==> config.mk <==
export PLATFORM = sky130hd
export DESIGN_NAME = scaled_decimal_value_formatter
export DESIGN_NICKNAME = d
export VERILOG_FILES = /design/src/hw/rtl/scvf_pkg.sv /design/src/hw/rtl/scvf_front.sv /design/src/hw/rtl/scvf_queue.sv /design/src/hw/rtl/scvf_back.sv /design/src/hw/rtl/scaled_decimal_value_formatter.sv
export VERILOG_INCLUDE_DIRS = /design/src /design/src/hw/rtl
export SDC_FILE = /design/constraint.sdc
export NUM_CORES = 1
export LEC_CHECK = 0
export BUFFER_PORTS_ARGS = -buffer_cell sky130_fd_sc_hd__buf_2
export CORE_MARGIN = 8
export CORE_UTILIZATION = 50
export DETAILED_ROUTE_END_ITERATION = 16
export PLACE_DENSITY = 0.67
export SLEW_MARGIN = 20
export SYNTH_ARGS = -nofsm -noshare
export SYNTH_HDL_FRONTEND = slang
export SYNTH_SLANG_ARGS = --single-unit
==> constraint.sdc <==
create_clock -name clk -period 12.25 [get_ports clk]
set_input_delay 1.225 -clock clk [delete_from_list [all_inputs] [get_ports clk]]
set_output_delay 1.225 -clock clk [all_outputs]
set_load 0.005 [all_outputs]
==> src/hw/rtl/assert_macros.svh <==
// Assertion helpers for the RTL; scvf_back includes them.
`ifndef ASSERT_MACROS_SVH
`define ASSERT_MACROS_SVH
`ifndef SYNTHESIS
`define SCVF_ASSERT(lbl, clk, rst_n, prop) \
  lbl: assert property (@(posedge clk) disable iff (!rst_n) prop) \
    else $error("assertion failed");
`define SCVF_NEVER(lbl, clk, rst_n, expr) \
  lbl: assert property (@(posedge clk) disable iff (!rst_n) !(expr)) \
    else $error("forbidden condition");
`else
`define SCVF_ASSERT(lbl, clk, rst_n, prop)
`define SCVF_NEVER(lbl, clk, rst_n, expr)
`endif
`endif

==> src/hw/rtl/scvf_pkg.sv <==
`default_nettype none
package scvf_pkg;

  typedef enum logic [1:0] {
    MODE_DASH,
    MODE_BLANK,
    MODE_RENDER
  } mode_t;

  typedef struct packed {
    mode_t       mode;
    logic [31:0] value;
  } item_t;

  localparam logic [2:0] DT_U8  = 3'd0;
  localparam logic [2:0] DT_U16 = 3'd1;
  localparam logic [2:0] DT_U32 = 3'd2;

  localparam logic [1:0] REG_SCALE  = 2'd0;
  localparam logic [1:0] REG_PLACES = 2'd1;
  localparam logic [1:0] REG_MAXDIG = 2'd2;

  localparam logic [6:0] CH_NUL   = 7'h00;
  localparam logic [6:0] CH_DOT   = 7'h2E;
  localparam logic [6:0] CH_DASH  = 7'h2D;
  localparam logic [6:0] CH_HASH  = 7'h23;
  localparam logic [6:0] CH_ZERO  = 7'h30;

endpackage
`default_nettype wire

==> src/hw/rtl/scvf_front.sv <==
`default_nettype none
module scvf_front (
  input  wire logic               clk,
  input  wire logic               rst_n,
  input  wire logic               in_valid,
  output logic                    in_stall,
  input  wire logic [31:0]        in_raw_value,
  input  wire logic [2:0]         in_data_type,
  input  wire logic               in_value_valid,
  input  wire logic               in_flash_enable,
  input  wire logic [31:0]        in_time_ms,
  output logic                    q_push,
  output scvf_pkg::item_t         q_item,
  input  wire logic               q_full
);

  typedef enum logic [1:0] {F_IDLE, F_MOD, F_PUSH} fstate_t;

  fstate_t         state_r;
  scvf_pkg::item_t item_r;
  logic [27:0]     fold_r;
  logic [3:0]      low_r;
  logic [27:0]     fold_nxt;
  logic [6:0]      r125;
  logic [10:0]     rem;
  logic [31:0]     value_sel;

  // t mod 2000 = 16 * ((t >> 4) mod 125) + t[3:0]; since 128 = 3 mod 125,
  // fold the upper bits down (at most 6 folds) until the value fits in 7 bits
  always_comb begin
    fold_nxt = {7'd0, fold_r[27:7]} + {6'd0, fold_r[27:7], 1'b0} +
               {21'd0, fold_r[6:0]};
    r125     = (fold_r[6:0] >= 7'd125) ? fold_r[6:0] - 7'd125 : fold_r[6:0];
    rem      = {r125, low_r};
  end

  always_comb begin
    case (in_data_type)
      scvf_pkg::DT_U8:  value_sel = {24'd0, in_raw_value[7:0]};
      scvf_pkg::DT_U16: value_sel = {16'd0, in_raw_value[15:0]};
      scvf_pkg::DT_U32: value_sel = in_raw_value;
      default:          value_sel = 32'hFFFF_FFFF;
    endcase
  end

  assign in_stall = (state_r != F_IDLE);
  assign q_push   = (state_r == F_PUSH) && !q_full;
  assign q_item   = item_r;

  always_ff @(posedge clk) begin
    if (!rst_n) begin
      state_r <= F_IDLE;
    end else begin
      case (state_r)
        F_IDLE: begin
          if (in_valid) begin
            item_r.value <= value_sel;
            fold_r       <= in_time_ms[31:4];
            low_r        <= in_time_ms[3:0];
            if (!in_value_valid) begin
              item_r.mode <= scvf_pkg::MODE_DASH;
              state_r     <= F_PUSH;
            end else if (in_flash_enable) begin
              state_r <= F_MOD;
            end else begin
              item_r.mode <= scvf_pkg::MODE_RENDER;
              state_r     <= F_PUSH;
            end
          end
        end
        F_MOD: begin
          if (fold_r[27:7] != 21'd0) begin
            fold_r <= fold_nxt;
          end else begin
            item_r.mode <= (rem < 11'd1000) ? scvf_pkg::MODE_BLANK
                                            : scvf_pkg::MODE_RENDER;
            state_r     <= F_PUSH;
          end
        end
        F_PUSH: begin
          if (!q_full) begin
            state_r <= F_IDLE;
          end
        end
        default: state_r <= F_IDLE;
      endcase
    end
  end

endmodule
`default_nettype wire

==> src/hw/rtl/scvf_queue.sv <==
`default_nettype none
module scvf_queue (
  input  wire logic            clk,
  input  wire logic            rst_n,
  input  wire logic            push,
  input  scvf_pkg::item_t      push_item,
  output logic                 full,
  input  wire logic            pop,
  output scvf_pkg::item_t      head_item,
  output logic                 not_empty
);

  scvf_pkg::item_t entry_r [2];
  logic            wr_ptr_r;
  logic            rd_ptr_r;
  logic [1:0]      count_r;

  assign full      = (count_r == 2'd2);
  assign not_empty = (count_r != 2'd0);
  assign head_item = entry_r[rd_ptr_r];

  always_ff @(posedge clk) begin
    if (push) begin
      entry_r[wr_ptr_r] <= push_item;
    end
  end

  always_ff @(posedge clk) begin
    if (!rst_n) begin
      wr_ptr_r <= 1'b0;
      rd_ptr_r <= 1'b0;
      count_r  <= '0;
    end else begin
      if (push) wr_ptr_r <= ~wr_ptr_r;
      if (pop)  rd_ptr_r <= ~rd_ptr_r;
      if (push && !pop) begin
        count_r <= count_r + 2'd1;
      end else if (pop && !push) begin
        count_r <= count_r - 2'd1;
      end
    end
  end

endmodule
`default_nettype wire

==> src/hw/rtl/scvf_back.sv <==
`default_nettype none
`include "assert_macros.svh"
module scvf_back #(
  parameter int TEXT_LENGTH = 16
) (
  input  wire logic               clk,
  input  wire logic               rst_n,
  input  wire logic signed [4:0]  decimal_scale,
  input  wire logic [3:0]         decimal_places,
  input  wire logic [3:0]         max_digits,
  input  wire logic               q_not_empty,
  input  scvf_pkg::item_t         q_item,
  output logic                    q_pop,
  output logic                    out_valid,
  input  wire logic               out_stall,
  output logic [6:0]              out_char_code,
  output logic                    out_last_char,
  output logic                    out_text_changed
);

  localparam int IDXW = $clog2(TEXT_LENGTH);
  localparam logic [IDXW-1:0] LAST_IDX = IDXW'(TEXT_LENGTH - 1);
  localparam logic signed [7:0] LAST_POS = 8'(TEXT_LENGTH - 1);

  typedef enum logic [2:0] {B_IDLE, B_CONV, B_PREP, B_BUILD, B_EMIT} bstate_t;

  bstate_t              state_r;
  scvf_pkg::mode_t      mode_r;
  logic [31:0]          val_r;
  logic [9:0][3:0]      bcd_r;
  logic [4:0]           cnt_r;
  logic [IDXW-1:0]      idx_r;
  logic signed [7:0]    ip_r;
  logic [3:0]           n_r;
  logic                 hash_r;
  logic                 changed_r;
  logic [6:0]           buf_r [TEXT_LENGTH];
  logic                 out_valid_r;
  logic [6:0]           out_char_r;
  logic                 out_last_r;
  logic                 out_changed_r;

  logic [9:0][3:0]      bcd_adj;
  logic [3:0]           n_calc;
  logic signed [7:0]    ip_calc;
  logic signed [7:0]    disp_calc;
  logic signed [7:0]    pos, dp, md, total, point_at, tpos, int_len, p;
  logic [6:0]           old_ch, new_ch, err_ch;
  logic                 load_out, emit_last;

  function automatic logic [6:0] digit_ch(logic [9:0][3:0] b, logic [3:0] n,
                                          logic signed [7:0] pp);
    logic [3:0] k;
    k = 4'(n - 4'(pp) - 4'd1);
    if (pp >= 0 && pp < $signed({4'd0, n}) && k < 4'd10) begin
      return scvf_pkg::CH_ZERO | {3'd0, b[k]};
    end
    return scvf_pkg::CH_ZERO;
  endfunction

  // double dabble step
  always_comb begin
    for (int i = 0; i < 10; i++) begin
      bcd_adj[i] = (bcd_r[i] >= 4'd5) ? bcd_r[i] + 4'd3 : bcd_r[i];
    end
  end

  always_comb begin
    n_calc = 4'd1;
    for (int i = 0; i < 10; i++) begin
      if (bcd_r[i] != 4'd0) n_calc = 4'(i + 1);
    end
    ip_calc   = $signed({4'd0, n_calc}) + 8'(decimal_scale);
    disp_calc = (ip_calc < 0) ? dp + 8'sd1 : ip_calc + dp;
  end

  // character for buffer position idx_r under the current mode
  always_comb begin
    pos      = $signed({{(8-IDXW){1'b0}}, idx_r});
    dp       = $signed({4'd0, decimal_places});
    md       = $signed({4'd0, max_digits});
    total    = md + ((decimal_places != 4'd0) ? 8'sd1 : 8'sd0);
    point_at = md - dp;
    tpos     = (total > LAST_POS) ? LAST_POS : total;
    int_len  = (ip_r <= 0) ? 8'sd1 : ip_r;
    p        = ip_r + pos - int_len - 8'sd1;
    old_ch   = buf_r[idx_r];
    err_ch   = (mode_r == scvf_pkg::MODE_DASH) ? scvf_pkg::CH_DASH : scvf_pkg::CH_HASH;
    new_ch   = scvf_pkg::CH_NUL;
    if (mode_r == scvf_pkg::MODE_BLANK) begin
      new_ch = (idx_r == '0) ? scvf_pkg::CH_NUL : old_ch;
    end else if (mode_r == scvf_pkg::MODE_DASH || hash_r) begin
      if (pos < total && pos < LAST_POS) begin
        new_ch = (pos == point_at) ? scvf_pkg::CH_DOT : err_ch;
      end else if (pos == tpos) begin
        new_ch = scvf_pkg::CH_NUL;
      end else begin
        new_ch = (mode_r == scvf_pkg::MODE_DASH) ? old_ch : scvf_pkg::CH_NUL;
      end
    end else if (pos >= LAST_POS) begin
      new_ch = scvf_pkg::CH_NUL;
    end else if (pos < int_len) begin
      new_ch = (ip_r <= 0) ? scvf_pkg::CH_ZERO : digit_ch(bcd_r, n_r, pos);
    end else if (dp > 0 && pos == int_len) begin
      new_ch = scvf_pkg::CH_DOT;
    end else if (dp > 0 && pos <= int_len + dp) begin
      new_ch = digit_ch(bcd_r, n_r, p);
    end
  end

  assign q_pop     = (state_r == B_IDLE) && q_not_empty;
  assign load_out  = (state_r == B_EMIT) && (!out_valid_r || !out_stall);
  assign emit_last = (old_ch == scvf_pkg::CH_NUL) || (idx_r == LAST_IDX);

  always_ff @(posedge clk) begin
    if (!rst_n) begin
      state_r     <= B_IDLE;
      out_valid_r <= 1'b0;
      idx_r       <= '0;
      cnt_r       <= '0;
      changed_r   <= 1'b0;
      for (int i = 0; i < TEXT_LENGTH; i++) buf_r[i] <= scvf_pkg::CH_NUL;
    end else begin
      if (load_out) begin
        out_valid_r <= 1'b1;
      end else if (!out_stall) begin
        out_valid_r <= 1'b0;
      end
      case (state_r)
        B_IDLE: begin
          if (q_not_empty) begin
            mode_r    <= q_item.mode;
            val_r     <= q_item.value;
            bcd_r     <= '0;
            cnt_r     <= '0;
            hash_r    <= 1'b0;
            idx_r     <= '0;
            changed_r <= 1'b0;
            state_r   <= (q_item.mode == scvf_pkg::MODE_RENDER) ? B_CONV : B_BUILD;
          end
        end
        B_CONV: begin
          bcd_r   <= 40'({bcd_adj, val_r[31]});
          val_r   <= {val_r[30:0], 1'b0};
          cnt_r   <= cnt_r + 5'd1;
          if (cnt_r == 5'd31) state_r <= B_PREP;
        end
        B_PREP: begin
          n_r     <= n_calc;
          ip_r    <= ip_calc;
          hash_r  <= (disp_calc > md);
          state_r <= B_BUILD;
        end
        B_BUILD: begin
          buf_r[idx_r] <= new_ch;
          if (new_ch != old_ch) changed_r <= 1'b1;
          if (idx_r == LAST_IDX) begin
            idx_r   <= '0;
            state_r <= B_EMIT;
          end else begin
            idx_r <= idx_r + 1'b1;
          end
        end
        B_EMIT: begin
          if (load_out) begin
            out_char_r    <= emit_last ? scvf_pkg::CH_NUL : old_ch;
            out_last_r    <= emit_last;
            out_changed_r <= emit_last && changed_r;
            if (emit_last) begin
              state_r <= B_IDLE;
            end else begin
              idx_r <= idx_r + 1'b1;
            end
          end
        end
        default: state_r <= B_IDLE;
      endcase
    end
  end

  assign out_valid        = out_valid_r;
  assign out_char_code    = out_char_r;
  assign out_last_char    = out_last_r;
  assign out_text_changed = out_changed_r;

  `SCVF_ASSERT(a_last_is_nul, clk, rst_n, (out_valid_r && out_last_r) |-> (out_char_r == scvf_pkg::CH_NUL))
  `SCVF_NEVER(a_changed_only_last, clk, rst_n, out_valid_r && out_changed_r && !out_last_r)
  `SCVF_NEVER(a_tail_nul, clk, rst_n, buf_r[LAST_IDX] != scvf_pkg::CH_NUL)

endmodule
`default_nettype wire

==> src/hw/rtl/scaled_decimal_value_formatter.sv <==
`default_nettype none
// Scaled decimal value formatter.
// Input channel (in_*): one transaction per sampled value with its type code,
// valid flag, flash flag and millisecond time. in_stall is high while the
// front end holds a transaction: while time mod 2000 of a flashing value is
// found by folding, and until its item is pushed into the queue.
// Output channel (out_*): one transaction per character of the rendered
// text, ending with a NUL transaction that has out_last_char set and reports
// in out_text_changed whether the kept text differs from the previous one.
// Config channel (cfg_*): cfg_ready is always high; index 0 decimal_scale,
// 1 decimal_places, 2 max_digits. Write only while the block is idle.
// Back end per value: a pop from the queue, binary to BCD conversion and a
// prep step (rendered values only), a rewrite of the text buffer position by
// position, then one character per cycle while out_stall is low. A two-entry
// queue between front and back lets new values be classified while one is
// still emitted.
// Reset (synchronous, rst_n low) empties the queue, clears the text buffer
// to NULs and loads the config defaults (scale 0, places 0, max digits 5).
// A stalled output holds its character; the back end waits.
module scaled_decimal_value_formatter #(
  parameter int TEXT_LENGTH = 16
) (
  input  wire logic         clk,
  input  wire logic         rst_n,
  input  wire logic         in_valid,
  output logic              in_stall,
  input  wire logic [31:0]  in_raw_value,
  input  wire logic [2:0]   in_data_type,
  input  wire logic         in_value_valid,
  input  wire logic         in_flash_enable,
  input  wire logic [31:0]  in_time_ms,
  output logic              out_valid,
  input  wire logic         out_stall,
  output logic [6:0]        out_char_code,
  output logic              out_last_char,
  output logic              out_text_changed,
  input  wire logic         cfg_valid,
  output logic              cfg_ready,
  input  wire logic [1:0]   cfg_index,
  input  wire logic [4:0]   cfg_data
);

  logic signed [4:0] scale_r;
  logic [3:0]        places_r;
  logic [3:0]        maxdig_r;

  logic              q_push, q_full, q_pop, q_not_empty;
  scvf_pkg::item_t   q_in, q_head;

  assign cfg_ready = 1'b1;

  // config registers; unknown indexes are dropped
  always_ff @(posedge clk) begin
    if (!rst_n) begin
      scale_r  <= 5'sd0;
      places_r <= 4'd0;
      maxdig_r <= 4'd5;
    end else if (cfg_valid) begin
      case (cfg_index)
        scvf_pkg::REG_SCALE:  scale_r  <= $signed(cfg_data);
        scvf_pkg::REG_PLACES: places_r <= cfg_data[3:0];
        scvf_pkg::REG_MAXDIG: maxdig_r <= cfg_data[3:0];
        default: ;
      endcase
    end
  end

  scvf_front u_front (
    .clk             (clk),
    .rst_n           (rst_n),
    .in_valid        (in_valid),
    .in_stall        (in_stall),
    .in_raw_value    (in_raw_value),
    .in_data_type    (in_data_type),
    .in_value_valid  (in_value_valid),
    .in_flash_enable (in_flash_enable),
    .in_time_ms      (in_time_ms),
    .q_push          (q_push),
    .q_item          (q_in),
    .q_full          (q_full)
  );

  scvf_queue u_queue (
    .clk       (clk),
    .rst_n     (rst_n),
    .push      (q_push),
    .push_item (q_in),
    .full      (q_full),
    .pop       (q_pop),
    .head_item (q_head),
    .not_empty (q_not_empty)
  );

  scvf_back #(
    .TEXT_LENGTH (TEXT_LENGTH)
  ) u_back (
    .clk              (clk),
    .rst_n            (rst_n),
    .decimal_scale    (scale_r),
    .decimal_places   (places_r),
    .max_digits       (maxdig_r),
    .q_not_empty      (q_not_empty),
    .q_item           (q_head),
    .q_pop            (q_pop),
    .out_valid        (out_valid),
    .out_stall        (out_stall),
    .out_char_code    (out_char_code),
    .out_last_char    (out_last_char),
    .out_text_changed (out_text_changed)
  );

endmodule
`default_nettype wire
# After elaboration in Yosys (flattened, before gate mapping)
# Memory sizes are Yosys's and may differ from the RTL's. A register that Yosys moved wholly into a read port is not among the register bits.
# Index checks and enable logic that the tools add are counted.
# word_totals
ram_bits,180
wordCells,304
inputBits,81
ff_bits,193
memories,2
output_inout_bits,12
# mem_list
memory,depth,word_bits,read_ports,rd_ports_with_merged_regs,wr,line_no,rtl
u_back.buf_r,16,7,1,1,16,scvf_back.sv:37,logic [6:0] buf_r [TEXT_LENGTH];
u_queue.entry_r,2,34,1,1,1,scvf_queue.sv:13,scvf_pkg::item_t entry_r [2];
# classes
eq_ne,32
add_sub_neg,30
muxes,112
bitwise_logic,2
n_reduce_logical,63
magnitude_cmp,29
# ops
operator,n
2-to-1 mux 7 bit,18
one-hot mux 32 bit (3 select lines),1
2-to-1 mux 4 bit,22
one-hot mux 40 bit (2 select lines),1
one-hot mux 32 bit (2 select lines),1
2-to-1 mux 28 bit,2
one-hot mux 28 bit (2 select lines),1
greater-or-equal comparator 4 x 3 -> 1 bit (second input constant),10
2-to-1 mux 40 bit,1
nonzero test 4 bit,10
adder 4 x 2 -> 4 bit (second input constant),9
2-to-1 mux 34 bit,1
binary-select mux 4 bit (select 4 bit),2
2-to-1 mux 32 bit,1
2-to-1 mux 3 bit,10
adder 28 x 7 -> 28 bit,1
2-to-1 mux 2 bit,14
2-to-1 mux 1 bit,26
== test 5 x 8 -> 1 bit,3
2-to-1 mux 8 bit,3
adder 21 x 22 -> 23 bit,1
AND reduction 3 bit,7
nonzero test 21 bit,1
< comparator 5 x 8 -> 1 bit,2
other kinds (62),120

# Depth between registers and ports, before layout
# Gate-level depths: netlist (run 1).
# depth
depth_word,25
ltp_mapped,21

# By module
# A second synthesis (run 1) with hierarchy kept.
# unflattened
hier_cells,1866
area_unflattened_um2,21096.5
# modules_own_cells
mod,area_each_um2,instances,seq_area_each_um2,cells_per_inst
scvf_back,13410.4,1,6546.3,1240
scvf_front,4480.5,1,1931.9,444
scvf_queue,2673.8,1,2142.1,128
scaled_decimal_value_formatter,531.8,1,260.2,54

# Worst setup path before layout (run 1)
# OpenSTA, ideal clock, no wires.
# synth_timing
path_type,input to register
start,input port rst_n
end,register u_back.bcd_r[0] (netlist bit) (enable)
path_buffers,2
t_required_ns,11.724
arrival_time_ns,5.289
setup_time_ns,0.526
slack_ns,6.435
path_stages,4
cell_sequence,clkbuf_1 > inv_2 > clkbuf_1 > a21oi_1
# synth_via
elab_chain_cells,1
# synth_rtl
item,line_no,rtl
from (decl),scaled_decimal_value_formatter.sv:24,"input wire logic rst_n,"
AND reduction 3 bit (no line),-,
to (signal assigned),scvf_back.sv:143,"bcd_r <= 40'({bcd_adj, val_r[31]});"
to (decl),scvf_back.sv:30,logic [9:0][3:0] bcd_r;
# No other way between the ends.
# A chain may end at the register's enable or synchronous reset.

# Final worst setup path (run 1)
# layout_timing
start,register u_back.idx_r[0]
end,register u_back.changed_r
# layout_via
elab_chain_cells,24
elab_cells_between_ends,61
cone_classes,7 x add/sub; 10 x order compare; 5 x eq/ne; 31 x mux; 8 x reduce/logical
# layout_rtl
item,line_no,rtl
from (decl),scvf_back.sv:32,logic [IDXW-1:0] idx_r;
from (signal assigned),scvf_back.sv:161,idx_r <= idx_r + 1'b1;
from (signal assigned),scvf_back.sv:172,idx_r <= idx_r + 1'b1;
adder 6 x 5 -> 7 bit,scvf_back.sv:86,p = ip_r + pos - int_len - 8'sd1;
subtractor 8 bit,scvf_back.sv:86,
subtractor 8 x 2 -> 8 bit,scvf_back.sv:86,
subtractor 4 bit,scvf_back.sv:54,k = 4'(n - 4'(pp) - 4'd1);
subtractor 4 x 1 -> 4 bit,scvf_back.sv:54,
< comparator 4 bit,scvf_back.sv:55,"if (pp >= 0 && pp < $signed({4'd0, n}) && k < 4'd10) begin"
logical AND 1 bit,scvf_back.sv:55,
2-to-1 mux 1 bit,scvf_back.sv:55,
[... 8 more ...],-,
2-to-1 mux 7 bit,scvf_back.sv:104,end else if (dp > 0 && pos == int_len) begin
2-to-1 mux 7 bit,scvf_back.sv:102,end else if (pos < int_len) begin
2-to-1 mux 7 bit,scvf_back.sv:100,end else if (pos >= LAST_POS) begin
2-to-1 mux 7 bit,scvf_back.sv:92,end else if (mode_r == scvf_pkg::MODE_DASH || hash_r) begin
2-to-1 mux 7 bit *,scvf_back.sv:90,if (mode_r == scvf_pkg::MODE_BLANK) begin
!= test 7 bit *,scvf_back.sv:156,if (new_ch != old_ch) changed_r <= 1'b1;
!= test 2 x 1 -> 1 bit (no line) *,-,
AND reduction 3 bit (no line) *,-,
to (signal assigned),scvf_back.sv:121,changed_r <= 1'b0;
to (signal assigned),scvf_back.sv:138,changed_r <= 1'b0;
to (signal assigned),scvf_back.sv:156,
to (decl),scvf_back.sv:36,logic changed_r;
# Every way passes the cells marked *; elsewhere a longest branch is shown, timed or not. The select of a mux whose other input is x is not followed.

==> results of run 1 <==
-- worst paths after layout --
path	slack [ns]	end	depth (start not counted)
max	6.58	u_back.changed_r	13
min	0.45	u_queue.entry_r[0][20]	0
max reg2reg	6.58	u_back.changed_r	13
min reg2reg	0.45	u_queue.entry_r[0][20]	0
-- layout by cell type, fill, tap and decap left out, types with 42 or more instances in the layout --
cell,count
a21oi_1,118
nor2_1,260
buf_2,88
clkbuf_16,42
nand2b_1,43
ha_1,127
edfxtp_1,337
xnor2_1,49
o21ai_0,93
mux2i_1,63
inv_1,95
nand2_1,197
mux4_2,43
-- metrics by stage --
step | util, % | std cells | cell area, um^2
after floorplan | - | 1911 | 21220
after global placement | 52.93 | 2485 | 22200
after detailed placement | 52.93 | 2485 | 22200
after CTS | 56.20 | 2562 | 23570
after global routing | 56.29 | 2563 | 23610
final | 56.29 | 2563 | 23610
-- registers in the layout, indices dropped and copies added (netlist names), 2 cells and up, named ones only --
name,cells
u_back.buf_r,112
u_queue.entry_r,68
u_back.bcd_r,40
u_front.q_item,34
u_back.val_r,32
u_front.fold_r,28
u_back.out_char_code,7
u_back.ip_r,6
scale_r,5
u_back.cnt_r,5
maxdig_r,4
places_r,4
u_back.idx_r,4
u_back.n_r,4
u_back.state_r,3
u_back.mode_r,2
u_front.state_r,2
u_queue.count_r,2
-- layout make-up --
| cell class | count | area share [%] |
|---|---|---|
| repair buffers | 106 | 2.522 |
| multi-input cells | 1370 | 41.20 |
| clock inverters | 29 | 1.256 |
| flip-flops and latches | 375 | 46.10 |
| inverters | 96 | 1.526 |
| clock buffers | 48 | 4.547 |
| well taps | 539 | 2.856 |
-- worst max-delay path: stages, from the launching register on --
cell	delay, ns
dfxtp_1	0.67
ha_1	0.27
inv_1	0.06
fa_1	0.49
fa_1	0.55
fa_1	0.45
xnor2_1	0.55
nand2b_1	0.25
a2111oi_0	0.55
nand3_1	0.23
o31ai_1	0.27
nor4b_1	0.61
mux2_2	0.42
a41oi_1	0.21
-- cells by family after synthesis --
| kind of cell | count (synthesis) |
|---|---|
| AND/OR/NAND/NOR | 670 |
| flip-flops | 375 |
| AO/OA/AOI/OAI | 355 |
| buffers and inverters | 166 |
| adder cells (fa/ha/maj) | 137 |
| multiplexers | 123 |
| XOR/XNOR | 82 |
| other | 1 |
-- cells in the mapped netlist (all sizes together), types with 15 or more instances --
cell and n:
nand2 197, mux2i 63, nand3 28, and2 16, a21o 22, xnor2 49, edfxtp 337, nor2b 15
xor2 33, a21oi 119, clkbuf 53, o21ai 97, nand2b 44, dfxtp 38, nor2 261, nor3 28
ha 127, buf 17, mux4 49, inv 96
-- routing by layer --
metal / vias up / part of all wire (%) / global-route usage (%)
met2: 478 / 48 / 32.23
li1: 7117 / - / -
met4: 0 / 3.6 / 7.654
met5: - / 0 / 0
met3: 109 / 5.6 / 3.121
met1: 7122 / 43 / 24.37
-- power breakdown --
group	leakage (nW)	internal [mW]	switching, mW	total (mW)
logic	4.74	0.422	0.632	1.05
registers	3.49	1.61	0.136	1.75
clock network	0.657	0.723	0.528	1.25
==> impl_metrics.yaml, run 1 <==
power:
  power_leakage_nw: 8.890
  ir_drop_v: 0.0001186
  powerDensity_nw_per_um2: 171.5
  power_mw: 4.049
routing:
  drtPass1Iterations: 5
  vias_per_cell: 5.785
  routedWlPerCell_um: 18.53
  final_antenna_net_count: 0
  drt_iter0_drc: 1149
  wl_um: 47500
  drc: 0
  vias: 14830
clocking:
  insertion_delay_ns: 0.57
  cts_tree: "done"
  cts-resized-gates: 0
  cts_buffers: 42
  clk_path_buf_depth: 3
  clk_pin_slew_ns: 0.07
  hold_buffers: 0
  htree_levels: 2
  cts_setup_buffers: 0
  clockRootBuffer: "clkbuf_16"
  cts_sinks: 375
global_route:
  grt_pass1_vias: 14860
  grt_usage_pct: 19.11
  grt_start_max_net_pins: 70
  grt_pass1_wl_um: 77200
  antenna_found_initial: 0
  overflow: 0
sta:
  setup_viol: 0
  whs_ns: 0.4454
  tightest_slew_ns: 1.107
  finalMaxSlewViolations: 0
  finalCritPeriodShare_pct: 46.25
  finalClockSkew_ns: 0.01486
  rsz0062_at_grt: "false"
  period_minus_slack_ns: 5.666
  max_freq_mhz: 176.5
  setup_slack_ns: 6.584
  setup_tns_ns: 0
  slew_headroom_pct: 26.18
  hold_viol_final: 0
final_layout:
  fillers: 3470
  register_area_um2: 10880
  multiInputGateArea_um2: 9727
  antennaDiodeCount: 0
  final_nets: 2209
  drive_gt1_share_pct: 12.55
  areaGrowthSynthToFinish_pct: 11.31
logic_synthesis:
  synth_area_per_cell_um2: 11.11
  synthAdderAreaFrac_pct: 8.435
  synth-edff-count: 337
  synthCells: 1909
  ys.warnings.count: 0
  synth_xor_area_share_pct: 3.386
  netlist_area_um2: 21210
  yosysTopAreaCellShare_pct: 47.71
  synth_cell_types: 85
  synthTopCellsByArea: "edfxtp_1 (48%), ha_1 (7.5%), nor2_1 (4.6%)"
  synth_top_family_by_area: "simple AND/OR/NAND/NOR gates"
  ys_async_sr_fraction_pct: 0
  ys_ff_latch: 375
  synth_compound_area_share_pct: 10.47
  synth-simple-area-share_pct: 14.39
  yosysTopAreaCell: "edfxtp_1"
  synth.area.mux_share_pct: 8.865
  ys_seq_area_share_pct: 51.29
  synth_ff_type: "edfxtp_1"
critical_path:
  crit_fanout: 10
  start_kind: "flop"
  path_class: "reg -> reg"
  cp.required_ns: 12.73
  endpoint_kind: "flop"
  r2r-start: "u_back.idx_r[0]"
  crit_arrival_ns: 6.15
  startpoint: "u_back.idx_r[0]"
floorplan:
  die_height_um: 222.0
  io_pins: 93
  coreArea_um2: 41950
  rows: 75
  initial_core_util_pct: 50.57
  die_area_um2: 49270
  die_w_um: 222.0
placement:
  dp_hpwl_um: 33320
  pre_cts_ws_ns: 6.752
  gp_congestion: 0.8897
  portBuffers: 88
worst_hold_path:
  hp-class: "reg -> reg"
  min_from: "u_front.q_item[20]"
run:
  cap_viol_max_count: 0
status:
  status: "complete, no violations"
No activity file was read; power rests on OpenSTA's default activity.
==> run 2, diff against run 1 <==
ABC_AREA = 1   (was not set)
clock period = 5.5 ns   (was 12.25 ns; I/O delays follow)
==> impl_metrics.yaml, run 2 <==
status:
  status: "complete, no violations"
sta:
  max_freq_mhz: 206.6
  setup_tns_ns: 0
  setup_viol: 0
  finalClockSkew_ns: 0.02645
  hold_viol_final: 0
  setup_slack_ns: 0.6592
  finalMaxSlewViolations: 0
  whs_ns: 0.1455
  finalCritPeriodShare_pct: 88.02
  rsz0062_at_grt: "false"
  slew_headroom_pct: 32.69
  tightest_slew_ns: 1.004
  period_minus_slack_ns: 4.841
final_layout:
  areaGrowthSynthToFinish_pct: 11.13
  drive_gt1_share_pct: 8.305
  mostFrequentLayoutCells: "nand2_1 (581), nor2_1 (350), edfxtp_1 (337), inv_1 (280), nand3_1 (190)"
  final_nets: 2823
  largest_register_ffs: 112
  reg_top3: "u_back.buf_r: 112 flops, u_queue.entry_r: 68 flops, u_back.bcd_r: 40 flops"
  post-route-util_pct: 56.19
  final_common_cell: "nand2_1"
  top_register: "u_back.buf_r"
  antennaDiodeCount: 0
  final_cells: 3222
  fin_area_um2: 24200
worst_hold_path:
  hp-class: "in -> reg"
  min_from: "in_time_ms[3]"
  hold_end: "u_front.low_r[3]"
  worstHoldPathCells: 1
power:
  power_mw: 11.59
  power_leakage_nw: 10.31
  ir_drop_v: 0.0003096
  powerDensity_nw_per_um2: 478.9
routing:
  drt_iter0_drc: 1352
  vias_per_cell: 5.372
  wl_met1_um: 23340
  final_antenna_net_count: 0
  routedWlPerCell_um: 15.75
  drc: 0
  vias: 17310
  highest_layer: "met4"
  drtPass1Iterations: 6
  wl_met3_um: 2836
  dr_wl_met2_um: 23100
  wl_um: 50730
clocking:
  clk_pin_slew_ns: 0.06
  htree_levels: 2
  cts_setup_buffers: 0
  cts_sinks: 375
  hold_buffers: 0
  clockRootBuffer: "clkbuf_16"
  cts_tree: "done"
  cts-resized-gates: 0
  cts_buffers: 42
  insertion_delay_ns: 0.58
  clk_path_buf_depth: 3
logic_synthesis:
  ys_async_sr_fraction_pct: 0
  synth_area_per_cell_um2: 8.643
  synth_top_family_by_area: "simple AND/OR/NAND/NOR gates"
  synthAdderAreaFrac_pct: 8.215
  synthCells: 2520
  netlist_area_um2: 21780
  yosysTopAreaCell: "edfxtp_1"
  synth_compound_area_share_pct: 9.623
  ys_ff_latch: 375
  synth.most_common_cell: "nand2_1"
  synth_cell_types: 55
  synthTopCellsByArea: "edfxtp_1 (46%), nand2_1 (10%), ha_1 (7.3%)"
  ys_seq_area_share_pct: 49.96
  synth_ff_type: "edfxtp_1"
  synth_xor_area_share_pct: 2.752
  synth.area.mux_share_pct: 0
  ys.warnings.count: 0
  yosysTopAreaCellShare_pct: 46.46
  synthTopCellsByCount: "nand2_1 (581), nor2_1 (355), edfxtp_1 (337)"
  synth-simple-area-share_pct: 22.78
  synth-edff-count: 337
critical_path:
  cp_slowest_cell: "edfxtp_1"
  cp.required_ns: 5.89
  path_class: "reg -> reg"
  r2r_cells: 26
  crit_fanout: 5
  critPathMaxStageDelay_ns: 0.45
  r2r_slack_ns: 0.66
  r2r-end: "u_back.hash_r"
  crit_top_cell: "inv_1"
  crit_arrival_ns: 5.23
  start_kind: "flop"
  r2r-start: "u_back.bcd_r[4]"
  endpoint_kind: "flop"
placement:
  portBuffers: 88
  dp_hpwl_um: 36320
  placed_cell_area_um2: 22840
  gp_congestion: 0.8878
  dp.cells: 3146
  pre_cts_ws_ns: 0.7140
global_route:
  grt_start_max_net_pins: 59
  antenna_found_initial: 0
  grt_usage_pct: 20.11
  grt_pass1_vias: 16620
  grt_pass1_wl_um: 83270
  overflow: 0
floorplan:
  initial_core_util_pct: 50.56
  coreArea_um2: 43080
  io_pins: 93
  die_w_um: 224.7
  die_height_um: 224.7
  die_area_um2: 50490
  rows: 76
run:
  cap_viol_max_count: 0
==> run 2: report_power, final <==
part / internal [mW] / switching [mW]
registers: 3.64 / 0.239
clock network: 1.60 / 1.16
logic: 1.53 / 3.42
total: 6.77 / 4.82
==> run 2: worst max path at each step <==
stage                           start               to  slack, ns  cells after the start
finish                u_back.bcd_r[4]    u_back.hash_r       0.66                     26
global route          u_back.bcd_r[4]    u_back.hash_r       0.14                     26
CTS                   u_back.bcd_r[4]    u_back.hash_r       0.65                     26
detailed placement    u_back.bcd_r[4]    u_back.hash_r       0.71                     26
global placement      u_back.bcd_r[4]    u_back.hash_r       0.83                     26
floorplan           u_back.state_r[0]  u_back.bcd_r[0]       0.99                      5
==> run 2: cell families (layout without fill, tap and decap cells) <==
kind of cell             after synthesis  count (layout)
flip-flops                           375             375
XOR/XNOR                              65              65
adder cells (fa/ha/maj)              137             137
other                                  1               3
AND/OR/NAND/NOR                     1199            1199
AO/OA/AOI/OAI                        377             377
buffers and inverters                366             481
==> run 2: worst max-delay path: cells and delay by family (launching register included) <==
| family | cells | cell delay [ns] |
|---|---|---|
| adder cells (fa/ha/maj) | 5 | 1.38 |
| AO/OA/AOI/OAI | 8 | 1.17 |
| AND/OR/NAND/NOR | 7 | 1.02 |
| flip-flops | 1 | 0.45 |
| buffers and inverters | 5 | 0.37 |
| XOR/XNOR | 1 | 0.25 |
==> run 2: final cells by class <==
| type | instances | area (um^2) |
|---|---|---|
| well taps | 585 | 732.0 |
| clock buffers | 52 | 1119 |
| clock inverters | 24 | 237.7 |
| inverters | 289 | 1087 |
| multi-input cells | 1781 | 9495 |
| flip-flops and latches | 375 | 10880 |
| fillers | 3851 | 18870 |
| repair buffers | 116 | 650.6 |
==> run 2: per-layer routing <==
layer / vias to the layer above / track usage, %
met4: 0 / 6.647
met5: - / 0
met2: 511 / 32.60
met1: 8091 / 27.38
li1: 8611 / -
met3: 97 / 3.178
